File: config.mk
export PLATFORM = sky130hd
export DESIGN_NAME = pwm_frequency_setting_calc_flat
export DESIGN_NICKNAME = d
export VERILOG_FILES = /design/src/rtl/pfsc_pkg.sv /design/src/rtl/pfsc_ifs.sv /design/src/rtl/pwm_frequency_setting_calc.sv /design/src/rtl/pfsc_qdiv.sv /design/src/rtl/pfsc_norm.sv /design/src/rtl/pfsc_duty.sv /design/src/flat_wrapper.sv
export SDC_FILE = /design/constraint.sdc
export NUM_CORES = 1
export LEC_CHECK = 0
export ABC_AREA = 1
export ABC_CLOCK_PERIOD_IN_PS = 11200
export BUFFER_PORTS_ARGS = -buffer_cell sky130_fd_sc_hd__buf_2
export CORE_ASPECT_RATIO = 1.5
export CORE_MARGIN = 8
export CORE_UTILIZATION = 66
export DETAILED_ROUTE_END_ITERATION = 7
export HOLD_SLACK_MARGIN = 0.12
export PLACE_DENSITY = 0.95
export SYNTH_ARGS = -nofsm -noshare
export SYNTH_HDL_FRONTEND = slang
export SYNTH_SLANG_ARGS = --single-unit
File: constraint.sdc
create_clock -name clk -period 11.2 [get_ports clk]
set_input_delay 2.24 -clock clk [delete_from_list [all_inputs] [get_ports clk]]
set_output_delay 2.24 -clock clk [all_outputs]
set_load 0.05 [all_outputs]
File: src/rtl/pfsc_pkg.sv
package pfsc_pkg;

  // Width of the timer period counter; the quotient is halved until it fits.
  localparam int PERIOD_WIDTH = 16;

  localparam int CLK_W    = 26;
  localparam int FREQ_W   = 32;
  localparam int DUTY_W   = 8;
  localparam int STATUS_W = 2;
  localparam int SHIFT_W  = 4;
  localparam int FIELD_W  = 16;

  // A frequency that passes the clock/20 check is below 2**(CLK_W-4).
  localparam int QUOT_W    = CLK_W;
  localparam int FREQ_LO_W = CLK_W - 4;
  localparam int TOP_W     = (PERIOD_WIDTH < QUOT_W) ? PERIOD_WIDTH : QUOT_W;
  localparam int PROD_W    = TOP_W + DUTY_W;
  localparam int QCNT_W    = $clog2(QUOT_W + 1);
  localparam int HCNT_W    = $clog2(QUOT_W + 1);
  localparam int DCNT_W    = $clog2(PROD_W + 1);

  localparam int FREQ_DIVISOR = 20;
  localparam int PERCENT      = 100;
  localparam int PCT_W        = $clog2(PERCENT);

  localparam logic [CLK_W-1:0]   CLOCK_RESET = CLK_W'(20000000);
  localparam logic [FIELD_W-1:0] FIELD_MAX   = '1;
  localparam logic [SHIFT_W-1:0] SHIFT_MAX   = '1;
  localparam logic [QUOT_W-1:0]  TOP_LIMIT   = QUOT_W'((64'd1 << TOP_W) - 64'd1);

  // Smallest period top that an accepted request can produce, and the
  // smallest one after at least one halving.
  localparam logic [FIELD_W-1:0] MIN_TOP = FIELD_W'(FREQ_DIVISOR);
  localparam int SAT_W = (PERIOD_WIDTH < FIELD_W) ? PERIOD_WIDTH : FIELD_W;
  localparam logic [FIELD_W-1:0] NORM_TOP_MIN = FIELD_W'(64'd1 << (SAT_W - 1));

  typedef enum logic [STATUS_W-1:0] {
    ST_OK   = 2'd0,
    ST_FAST = 2'd1,
    ST_ZERO = 2'd2
  } status_t;

  typedef struct packed {
    logic [QUOT_W-1:0] top;
    logic [HCNT_W-1:0] shift;
  } pfsc_norm_t;

endpackage

File: src/rtl/pfsc_ifs.sv
interface pfsc_req_if import pfsc_pkg::*; ();
  logic              valid;
  logic              ready;
  logic [FREQ_W-1:0] freq_hz;
  logic [DUTY_W-1:0] duty_percent;

  modport source(output valid, freq_hz, duty_percent, input ready);
  modport sink(input valid, freq_hz, duty_percent, output ready);
endinterface

interface pfsc_res_if import pfsc_pkg::*; ();
  logic                valid;
  logic                ready;
  logic [STATUS_W-1:0] status;
  logic [SHIFT_W-1:0]  prescale_shift;
  logic [FIELD_W-1:0]  period_top;
  logic [FIELD_W-1:0]  compare_value;

  modport source(output valid, status, prescale_shift, period_top, compare_value,
                 input ready);
  modport sink(input valid, status, prescale_shift, period_top, compare_value,
               output ready);
endinterface

interface pfsc_cfg_if import pfsc_pkg::*; ();
  logic             valid;
  logic             ready;
  logic [CLK_W-1:0] clock_hz;

  modport source(output valid, clock_hz, input ready);
  modport sink(input valid, clock_hz, output ready);
endinterface

File: src/rtl/pwm_frequency_setting_calc.sv
// PWM timer setting calculator. Each request item carries a frequency and a
// duty percentage; each result item gives a status, the prescale shift, the
// period top and the compare value for a single-slope timer clocked at
// clock_hz, the one configuration register (reset 20000000). A zero frequency
// answers with status 2 and a frequency above clock_hz/20 with status 1, both
// with all other fields zero; such a request goes straight to S_OUT. An
// accepted frequency passes the bit-serial divider, the normalizer, which
// halves the quotient until it fits, and the duty unit (a load, a serial
// multiply and a serial divide by one hundred) before it reaches S_OUT.
// From S_OUT the result is loaded into the output register once that
// register is free. One request is worked on at a time; the finished item
// waits in an output register, so the next request can be taken while it
// has not yet been collected.
module pwm_frequency_setting_calc import pfsc_pkg::*; (
  input  logic        clk,
  input  logic        rst,
  pfsc_req_if.sink    req,
  pfsc_res_if.source  res,
  pfsc_cfg_if.sink    cfg
);

  typedef enum logic [2:0] {S_IDLE, S_DIV, S_NORM, S_DUTY, S_OUT} state_t;

  state_t              state;
  logic [CLK_W-1:0]    clock_hz;
  logic [DUTY_W-1:0]   duty_q;
  logic [STATUS_W-1:0] pend_status;
  logic [SHIFT_W-1:0]  pend_shift;
  logic [FIELD_W-1:0]  pend_top;
  logic [FIELD_W-1:0]  pend_cmp;

  logic                accept;
  logic                freq_zero;
  logic                freq_hi;
  logic [CLK_W:0]      freq_x20;
  logic                freq_fast;
  logic                out_free;

  logic                div_start;
  logic                div_done;
  logic [QUOT_W-1:0]   quot;
  logic                norm_done;
  pfsc_norm_t          norm_res;
  logic                duty_done;
  logic [PROD_W-1:0]   cmp;

  // The limit check compares 20*freq against the clock, which is the same
  // as comparing freq against the truncated clock/20. Any frequency with a
  // bit set above the low FREQ_LO_W bits is already too fast.
  always_comb begin
    accept    = req.valid && req.ready;
    freq_zero = (req.freq_hz == '0);
    freq_hi   = |req.freq_hz[FREQ_W-1:FREQ_LO_W];
    freq_x20  = (CLK_W + 1)'(req.freq_hz[FREQ_LO_W-1:0]) * (CLK_W + 1)'(FREQ_DIVISOR);
    freq_fast = freq_hi || (freq_x20 > {1'b0, clock_hz});
    div_start = accept && !freq_zero && !freq_fast;
    out_free  = !res.valid || res.ready;
  end

  assign req.ready = (state == S_IDLE);
  assign cfg.ready = 1'b1;

  pfsc_qdiv u_qdiv (
    .clk      (clk),
    .rst      (rst),
    .start    (div_start),
    .dividend (clock_hz),
    .divisor  (req.freq_hz[FREQ_LO_W-1:0]),
    .done     (div_done),
    .quot     (quot)
  );

  pfsc_norm u_norm (
    .clk   (clk),
    .rst   (rst),
    .start (div_done),
    .quot  (quot),
    .done  (norm_done),
    .res   (norm_res)
  );

  pfsc_duty u_duty (
    .clk   (clk),
    .rst   (rst),
    .start (norm_done),
    .top   (norm_res.top[TOP_W-1:0]),
    .duty  (duty_q),
    .done  (duty_done),
    .cmp   (cmp)
  );

  always_ff @(posedge clk) begin
    if (rst) begin
      state     <= S_IDLE;
      clock_hz  <= CLOCK_RESET;
      res.valid <= 1'b0;
    end else begin
      if (cfg.valid && cfg.ready) begin
        clock_hz <= cfg.clock_hz;
      end

      // The output register drops its item once taken, unless a new one
      // is loaded in the same cycle below.
      if (res.ready) begin
        res.valid <= 1'b0;
      end

      case (state)
        S_IDLE: begin
          if (accept) begin
            duty_q     <= req.duty_percent;
            pend_shift <= '0;
            pend_top   <= '0;
            pend_cmp   <= '0;
            if (freq_zero) begin
              pend_status <= ST_ZERO;
              state       <= S_OUT;
            end else if (freq_fast) begin
              pend_status <= ST_FAST;
              state       <= S_OUT;
            end else begin
              pend_status <= ST_OK;
              state       <= S_DIV;
            end
          end
        end
        S_DIV: begin
          if (div_done) begin
            state <= S_NORM;
          end
        end
        S_NORM: begin
          if (norm_done) begin
            pend_shift <= (norm_res.shift > HCNT_W'(SHIFT_MAX)) ? SHIFT_MAX
                                                                : norm_res.shift[SHIFT_W-1:0];
            pend_top   <= (norm_res.top > QUOT_W'(FIELD_MAX)) ? FIELD_MAX
                                                              : norm_res.top[FIELD_W-1:0];
            state      <= S_DUTY;
          end
        end
        S_DUTY: begin
          if (duty_done) begin
            pend_cmp <= (cmp > PROD_W'(FIELD_MAX)) ? FIELD_MAX : cmp[FIELD_W-1:0];
            state    <= S_OUT;
          end
        end
        S_OUT: begin
          if (out_free) begin
            res.valid          <= 1'b1;
            res.status         <= pend_status;
            res.prescale_shift <= pend_shift;
            res.period_top     <= pend_top;
            res.compare_value  <= pend_cmp;
            state              <= S_IDLE;
          end
        end
        default: state <= S_IDLE;
      endcase
    end
  end

endmodule

File: src/rtl/pfsc_qdiv.sv
// Restoring divider, one quotient bit per cycle.
module pfsc_qdiv import pfsc_pkg::*; (
  input  logic                 clk,
  input  logic                 rst,
  input  logic                 start,
  input  logic [QUOT_W-1:0]    dividend,
  input  logic [FREQ_LO_W-1:0] divisor,
  output logic                 done,
  output logic [QUOT_W-1:0]    quot
);

  logic                 busy;
  logic [QCNT_W-1:0]    cnt;
  logic [FREQ_LO_W-1:0] rem;
  logic [FREQ_LO_W-1:0] div;
  logic [QUOT_W-1:0]    dq;
  logic [FREQ_LO_W:0]   trial;
  logic [FREQ_LO_W:0]   diff;
  logic                 qbit;

  always_comb begin
    trial = {rem, dq[QUOT_W-1]};
    diff  = trial - {1'b0, div};
    qbit  = (trial >= {1'b0, div});
  end

  // The dividend shifts out at the top while quotient bits shift in below.
  always_ff @(posedge clk) begin
    if (rst) begin
      busy <= 1'b0;
      done <= 1'b0;
      cnt  <= '0;
    end else begin
      done <= 1'b0;
      if (start) begin
        busy <= 1'b1;
        cnt  <= '0;
        rem  <= '0;
        div  <= divisor;
        dq   <= dividend;
      end else if (busy) begin
        rem <= qbit ? diff[FREQ_LO_W-1:0] : trial[FREQ_LO_W-1:0];
        dq  <= {dq[QUOT_W-2:0], qbit};
        cnt <= cnt + 1'b1;
        if (cnt == QCNT_W'(QUOT_W - 1)) begin
          busy <= 1'b0;
          done <= 1'b1;
        end
      end
    end
  end

  assign quot = dq;

endmodule

File: src/rtl/pfsc_norm.sv
// Halves the quotient one bit per cycle until it fits the period counter.
module pfsc_norm import pfsc_pkg::*; (
  input  logic              clk,
  input  logic              rst,
  input  logic              start,
  input  logic [QUOT_W-1:0] quot,
  output logic              done,
  output pfsc_norm_t        res
);

  logic busy;

  always_ff @(posedge clk) begin
    if (rst) begin
      busy <= 1'b0;
      done <= 1'b0;
    end else begin
      done <= 1'b0;
      if (start) begin
        busy      <= 1'b1;
        res.top   <= quot;
        res.shift <= '0;
      end else if (busy) begin
        if (res.top > TOP_LIMIT) begin
          res.top   <= res.top >> 1;
          res.shift <= res.shift + 1'b1;
        end else begin
          busy <= 1'b0;
          done <= 1'b1;
        end
      end
    end
  end

endmodule

File: src/rtl/pfsc_duty.sv
// Compare value: a bit-serial multiply of top by duty, then a restoring
// division by one hundred, one quotient bit per cycle.
module pfsc_duty import pfsc_pkg::*; (
  input  logic              clk,
  input  logic              rst,
  input  logic              start,
  input  logic [TOP_W-1:0]  top,
  input  logic [DUTY_W-1:0] duty,
  output logic              done,
  output logic [PROD_W-1:0] cmp
);

  typedef enum logic [1:0] {D_IDLE, D_MUL, D_DIV} dstate_t;

  dstate_t           state;
  logic [DCNT_W-1:0] cnt;
  logic [TOP_W-1:0]  mcand;
  logic [DUTY_W-1:0] dsr;
  logic [PROD_W-1:0] acc;
  logic [PCT_W-1:0]  rem;
  logic [PCT_W:0]    trial;
  logic [PCT_W:0]    diff;
  logic              qbit;
  logic [PROD_W-1:0] addend;

  always_comb begin
    addend = dsr[DUTY_W-1] ? PROD_W'(mcand) : '0;
    trial  = {rem, acc[PROD_W-1]};
    diff   = trial - (PCT_W + 1)'(PERCENT);
    qbit   = (trial >= (PCT_W + 1)'(PERCENT));
  end

  always_ff @(posedge clk) begin
    if (rst) begin
      state <= D_IDLE;
      done  <= 1'b0;
      cnt   <= '0;
    end else begin
      done <= 1'b0;
      case (state)
        D_IDLE: begin
          if (start) begin
            mcand <= top;
            dsr   <= duty;
            acc   <= '0;
            cnt   <= '0;
            state <= D_MUL;
          end
        end
        D_MUL: begin
          acc <= (acc << 1) + addend;
          dsr <= dsr << 1;
          cnt <= cnt + 1'b1;
          if (cnt == DCNT_W'(DUTY_W - 1)) begin
            cnt   <= '0;
            rem   <= '0;
            state <= D_DIV;
          end
        end
        D_DIV: begin
          rem <= qbit ? diff[PCT_W-1:0] : trial[PCT_W-1:0];
          acc <= {acc[PROD_W-2:0], qbit};
          cnt <= cnt + 1'b1;
          if (cnt == DCNT_W'(PROD_W - 1)) begin
            done  <= 1'b1;
            state <= D_IDLE;
          end
        end
        default: state <= D_IDLE;
      endcase
    end
  end

  assign cmp = acc;

endmodule

File: src/flat_wrapper.sv
// flat-port wrapper written by rule: the top's interface ports become plain ports
module pwm_frequency_setting_calc_flat import pfsc_pkg::*;
  (clk, rst, req_valid, req_freq_hz, req_duty_percent, req_ready, res_valid, res_status, res_prescale_shift, res_period_top, res_compare_value, res_ready, cfg_valid, cfg_clock_hz, cfg_ready);
  pfsc_req_if req_i ();
  pfsc_res_if res_i ();
  pfsc_cfg_if cfg_i ();
  input  logic clk;
  input  logic rst;
  input wire logic [$bits(req_i.valid)-1:0] req_valid;
  input wire logic [$bits(req_i.freq_hz)-1:0] req_freq_hz;
  input wire logic [$bits(req_i.duty_percent)-1:0] req_duty_percent;
  output wire logic [$bits(req_i.ready)-1:0] req_ready;
  output wire logic [$bits(res_i.valid)-1:0] res_valid;
  output wire logic [$bits(res_i.status)-1:0] res_status;
  output wire logic [$bits(res_i.prescale_shift)-1:0] res_prescale_shift;
  output wire logic [$bits(res_i.period_top)-1:0] res_period_top;
  output wire logic [$bits(res_i.compare_value)-1:0] res_compare_value;
  input wire logic [$bits(res_i.ready)-1:0] res_ready;
  input wire logic [$bits(cfg_i.valid)-1:0] cfg_valid;
  input wire logic [$bits(cfg_i.clock_hz)-1:0] cfg_clock_hz;
  output wire logic [$bits(cfg_i.ready)-1:0] cfg_ready;
  assign req_i.valid = req_valid;
  assign req_i.freq_hz = req_freq_hz;
  assign req_i.duty_percent = req_duty_percent;
  assign req_ready = req_i.ready;
  assign res_valid = res_i.valid;
  assign res_status = res_i.status;
  assign res_prescale_shift = res_i.prescale_shift;
  assign res_period_top = res_i.period_top;
  assign res_compare_value = res_i.compare_value;
  assign res_i.ready = res_ready;
  assign cfg_i.valid = cfg_valid;
  assign cfg_i.clock_hz = cfg_clock_hz;
  assign cfg_ready = cfg_i.ready;
  pwm_frequency_setting_calc u_core (.clk(clk), .rst(rst), .req(req_i), .res(res_i), .cfg(cfg_i));
endmodule
==> flow_summary_export.csv <==
group,metric,value,unit
run_status,outcome,"finished, final reports clean",
sta,period_minus_slack,6.56,ns
grt,grt_pass1_vias,12200,
synthesis,syn_avg_cell_area,9.40,um^2
floorplan,dieArea,29000,um^2
worst_setup_path,path_class,"input port to register",
final_layout,drive_gt1_share,12.9,%
grt,antenna_found_initial,0,
final_layout,antenna_cells,0,
grt,overflow,0,
sta,maxSlewViolCount,0,
clock_network,cts_buffer_depth,3,
floorplan,die_y,205,um
sta,setup_tns,0,ns
worst_setup_path,r2r_setup_slack,7.83,ns
synthesis,ys_seq_area_share,52.0,%
floorplan,start_util,66.7,%
worst_setup_path,cp_max_fo,60,
final_layout,nNetsFinal,1956,
synthesis,ys_seq_elements,287,
pwr,leakagePower,7.78,nW
drt,wl_per_cell,17.3,um
sta,hold_viol,0,
pwr,power.total,2.66,mW
min_path,min_path_type,"register to register",
synthesis,synth_area_leaders,"edfxtp_1, ha_1, nand2_1",
synthesis,synth_edf_count,240,
synthesis,synth-main-ff-cell,"edfxtp_1",
clock_network,htree_num_levels,1,
sta,fmax,0.152,GHz
synthesis,synthCells,1666,
worst_setup_path,cpMostUsedCell,"nand2_1",
clock_network,cts_inserted_buffers,26,
drt,detail-route-antenna-nets,0,
sta,relSlewSlack,16.3,%
drt,avgViaCountPerCell,5.81,
clock_network,hold_buffers,0,
drt,routed_wl,36500,um
worst_setup_path,slowest_stage,"buf_4",
grt,grt_pass1_wl,57900,um
worst_setup_path,arrival,6.73,ns
drt,drt_iter0_markers,1047,
pwr,power_density,153,nW/um^2
synthesis,syn_nets,1852,
pwr,max-vdd-ir-drop,0.138,mV
drt,dr_total_vias,12200,
grt,track_usage,24.8,%
placed_design,place.gp.congestion,0.966,
floorplan,num_rows,69,
synthesis,ys_warn_count,0,
worst_setup_path,slowest_delay,0.53,ns
synthesis,synth_top_area_share,46.0,%
sta,fin_skew,0.0117,ns
worst_setup_path,cp_data_required_time,11.37,ns
final_layout,n_fill_cell,1628,
clock_network,clock_latency,0.54,ns
synthesis,synth.distinct_cells,57,
sta,final.period_utilization,58.6,%
placed_design,pre_cts_ws,4.14,ns
drt,drtPass1Iterations,6,
floorplan,fp.coreArea,23500,um^2
floorplan,pin_count,112,
worst_setup_path,cp-start-kind,"input port",
job,drv_cap,0,
clock_network,postCtsSetupBuffers,0,
clock_network,path_clk_slew,0.06,ns
final_layout,final_area,17300,um^2
floorplan,die_w,142,um
placed_design,place.port_buffers,110,
placed_design,hpwl,26300,um
grt,grt_max_degree,61,
worst_setup_path,crit_path_end_kind,"register",
synthesis,async_reset_ff_share,0,%
synthesis,syn-cell-area,15700,um^2
drt,drcViolationCount,0,
clock_network,cts_sinks,287,
clock_network,ctsResizeCount,0,
placed_design,placed_cell_area,16500,um^2
clock_network,cts-root-buf,"clkbuf_16",
synthesis,yosysTopAreaCell,"edfxtp_1",
sta,rsz0062_at_grt,"false",
sta,worst_pin_slew,1.26,ns
clock_network,tritoncts,"done",
sta,fin_ws,4.64,ns
final_layout,area.growth.synth_to_final,10.6,%
sta,setup-violations-final,0,
## metrics by stage
stage | instances | hold WS, ns | utilization (%)
floorplan | 1666 | 0.400 | -
global placement | 2061 | 0.400 | 70.1
detailed placement | 2061 | 0.405 | 70.1
CTS | 2107 | 0.420 | 73.8
global route | 2107 | 0.423 | 73.8
finish | 2107 | 0.418 | 73.8
## layout by cell type (no fill, tap or decap), drive strengths merged, types with 12 or more instances in the layout
cell type,Yosys,layout
nor3,19,19
buf,13,120
nand4,16,16
nand2,380,380
dfxtp,47,47
a21oi,163,163
o21ai,145,145
edfxtp,240,240
xor2,23,23
clkinv,4,13
nand3,56,56
inv,242,243
nor2,87,87
xnor2,12,12
clkbuf,31,30
nor4,12,12
ha,112,112
## final cells by class
type	count	area [um^2]	area share, %
timing repair buffer	120	626	3.61
sequential	287	8150	47.0
clock buffer	30	687	3.97
multi-input combinational	1089	6370	36.8
inverter	246	923	5.33
tap	319	399	2.30
clock inverter	16	171	0.990
## synth_stat cells, types with 3 or more instances
library cell / instances
a31oi_1: 3
a21boi_0: 3
xor2_1: 23
edfxtp_1: 240
o21ai_1: 7
a211oi_1: 6
nor2_1: 78
buf_4: 3
nand2_1: 373
a21oi_1: 160
xnor2_1: 12
mux2_1: 7
fa_1: 3
nor4_1: 11
buf_6: 7
nor3_1: 17
o21ai_0: 112
clkbuf_1: 31
nand4_1: 15
nand3_1: 52
a21o_1: 4
o21ai_2: 26
o21a_1: 3
o211ai_1: 3
clkinv_1: 4
nor2_2: 8
nand3b_1: 4
or2_2: 4
ha_1: 112
a21oi_2: 3
mux2_2: 3
dfxtp_1: 47
nand2_2: 5
nand3_2: 4
inv_1: 240
o21bai_1: 3
and2_1: 3
## layer usage
metal / wire (um) / track usage, %
met1: 12900 / 25.9
met2: 19100 / 46.9
met3: 2460 / 3.06
met4: 2110 / 14.0
met5: 0 / 0
## cells by family (layout without fill, tap and decap cells)
logic type	count (synthesis)	after routing	share of synthesized area (%)
multiplexers	12	12	0.847
adder cells (fa/ha/maj)	115	115	9.33
AND/OR/NAND/NOR	583	583	16.0
AO/OA/AOI/OAI	343	343	12.3
buffers and inverters	290	412	7.47
flip-flops	287	287	52.0
other	1	1	0.0240
XOR/XNOR	35	35	1.96
## critical path: cells and delay by family
family	cells	cell delay (ns)
AO/OA/AOI/OAI	7	1.29
XOR/XNOR	1	0.14
adder cells (fa/ha/maj)	4	1.13
buffers and inverters	3	0.80
AND/OR/NAND/NOR	11	1.09
## path summary, 6_finish.rpt
check	cells after the start	startpoint	endpoint
min	0	u_core.pend_top[3]	u_core.res.period_top[3]
max	26	req_freq_hz[1]	u_core.u_qdiv.rem[3]
max reg2reg	4	u_core.u_duty.state[1]	u_core.u_duty.dsr[5]
min reg2reg	0	u_core.pend_top[3]	u_core.res.period_top[3]
## registers in the layout, summed over array words and instances, names as in the netlist, 22 cells and up
| signal | count |
|---|---|
| u_core.u_norm.res | 31 |
| u_core.clock_hz | 26 |
| u_core.u_qdiv.div | 22 |
| u_core.u_duty.cmp | 24 |
| u_core.u_qdiv.rem | 22 |
| u_core.u_qdiv.quot | 26 |
## report_power, final
group	switching (mW)	total, mW	leakage [nW]	internal (mW)
logic	0.333	0.489	4.76	0.156
clock network	0.389	0.899	0.415	0.510
registers	0.0448	1.27	2.60	1.22
Power figures use the tool's default switching activity.
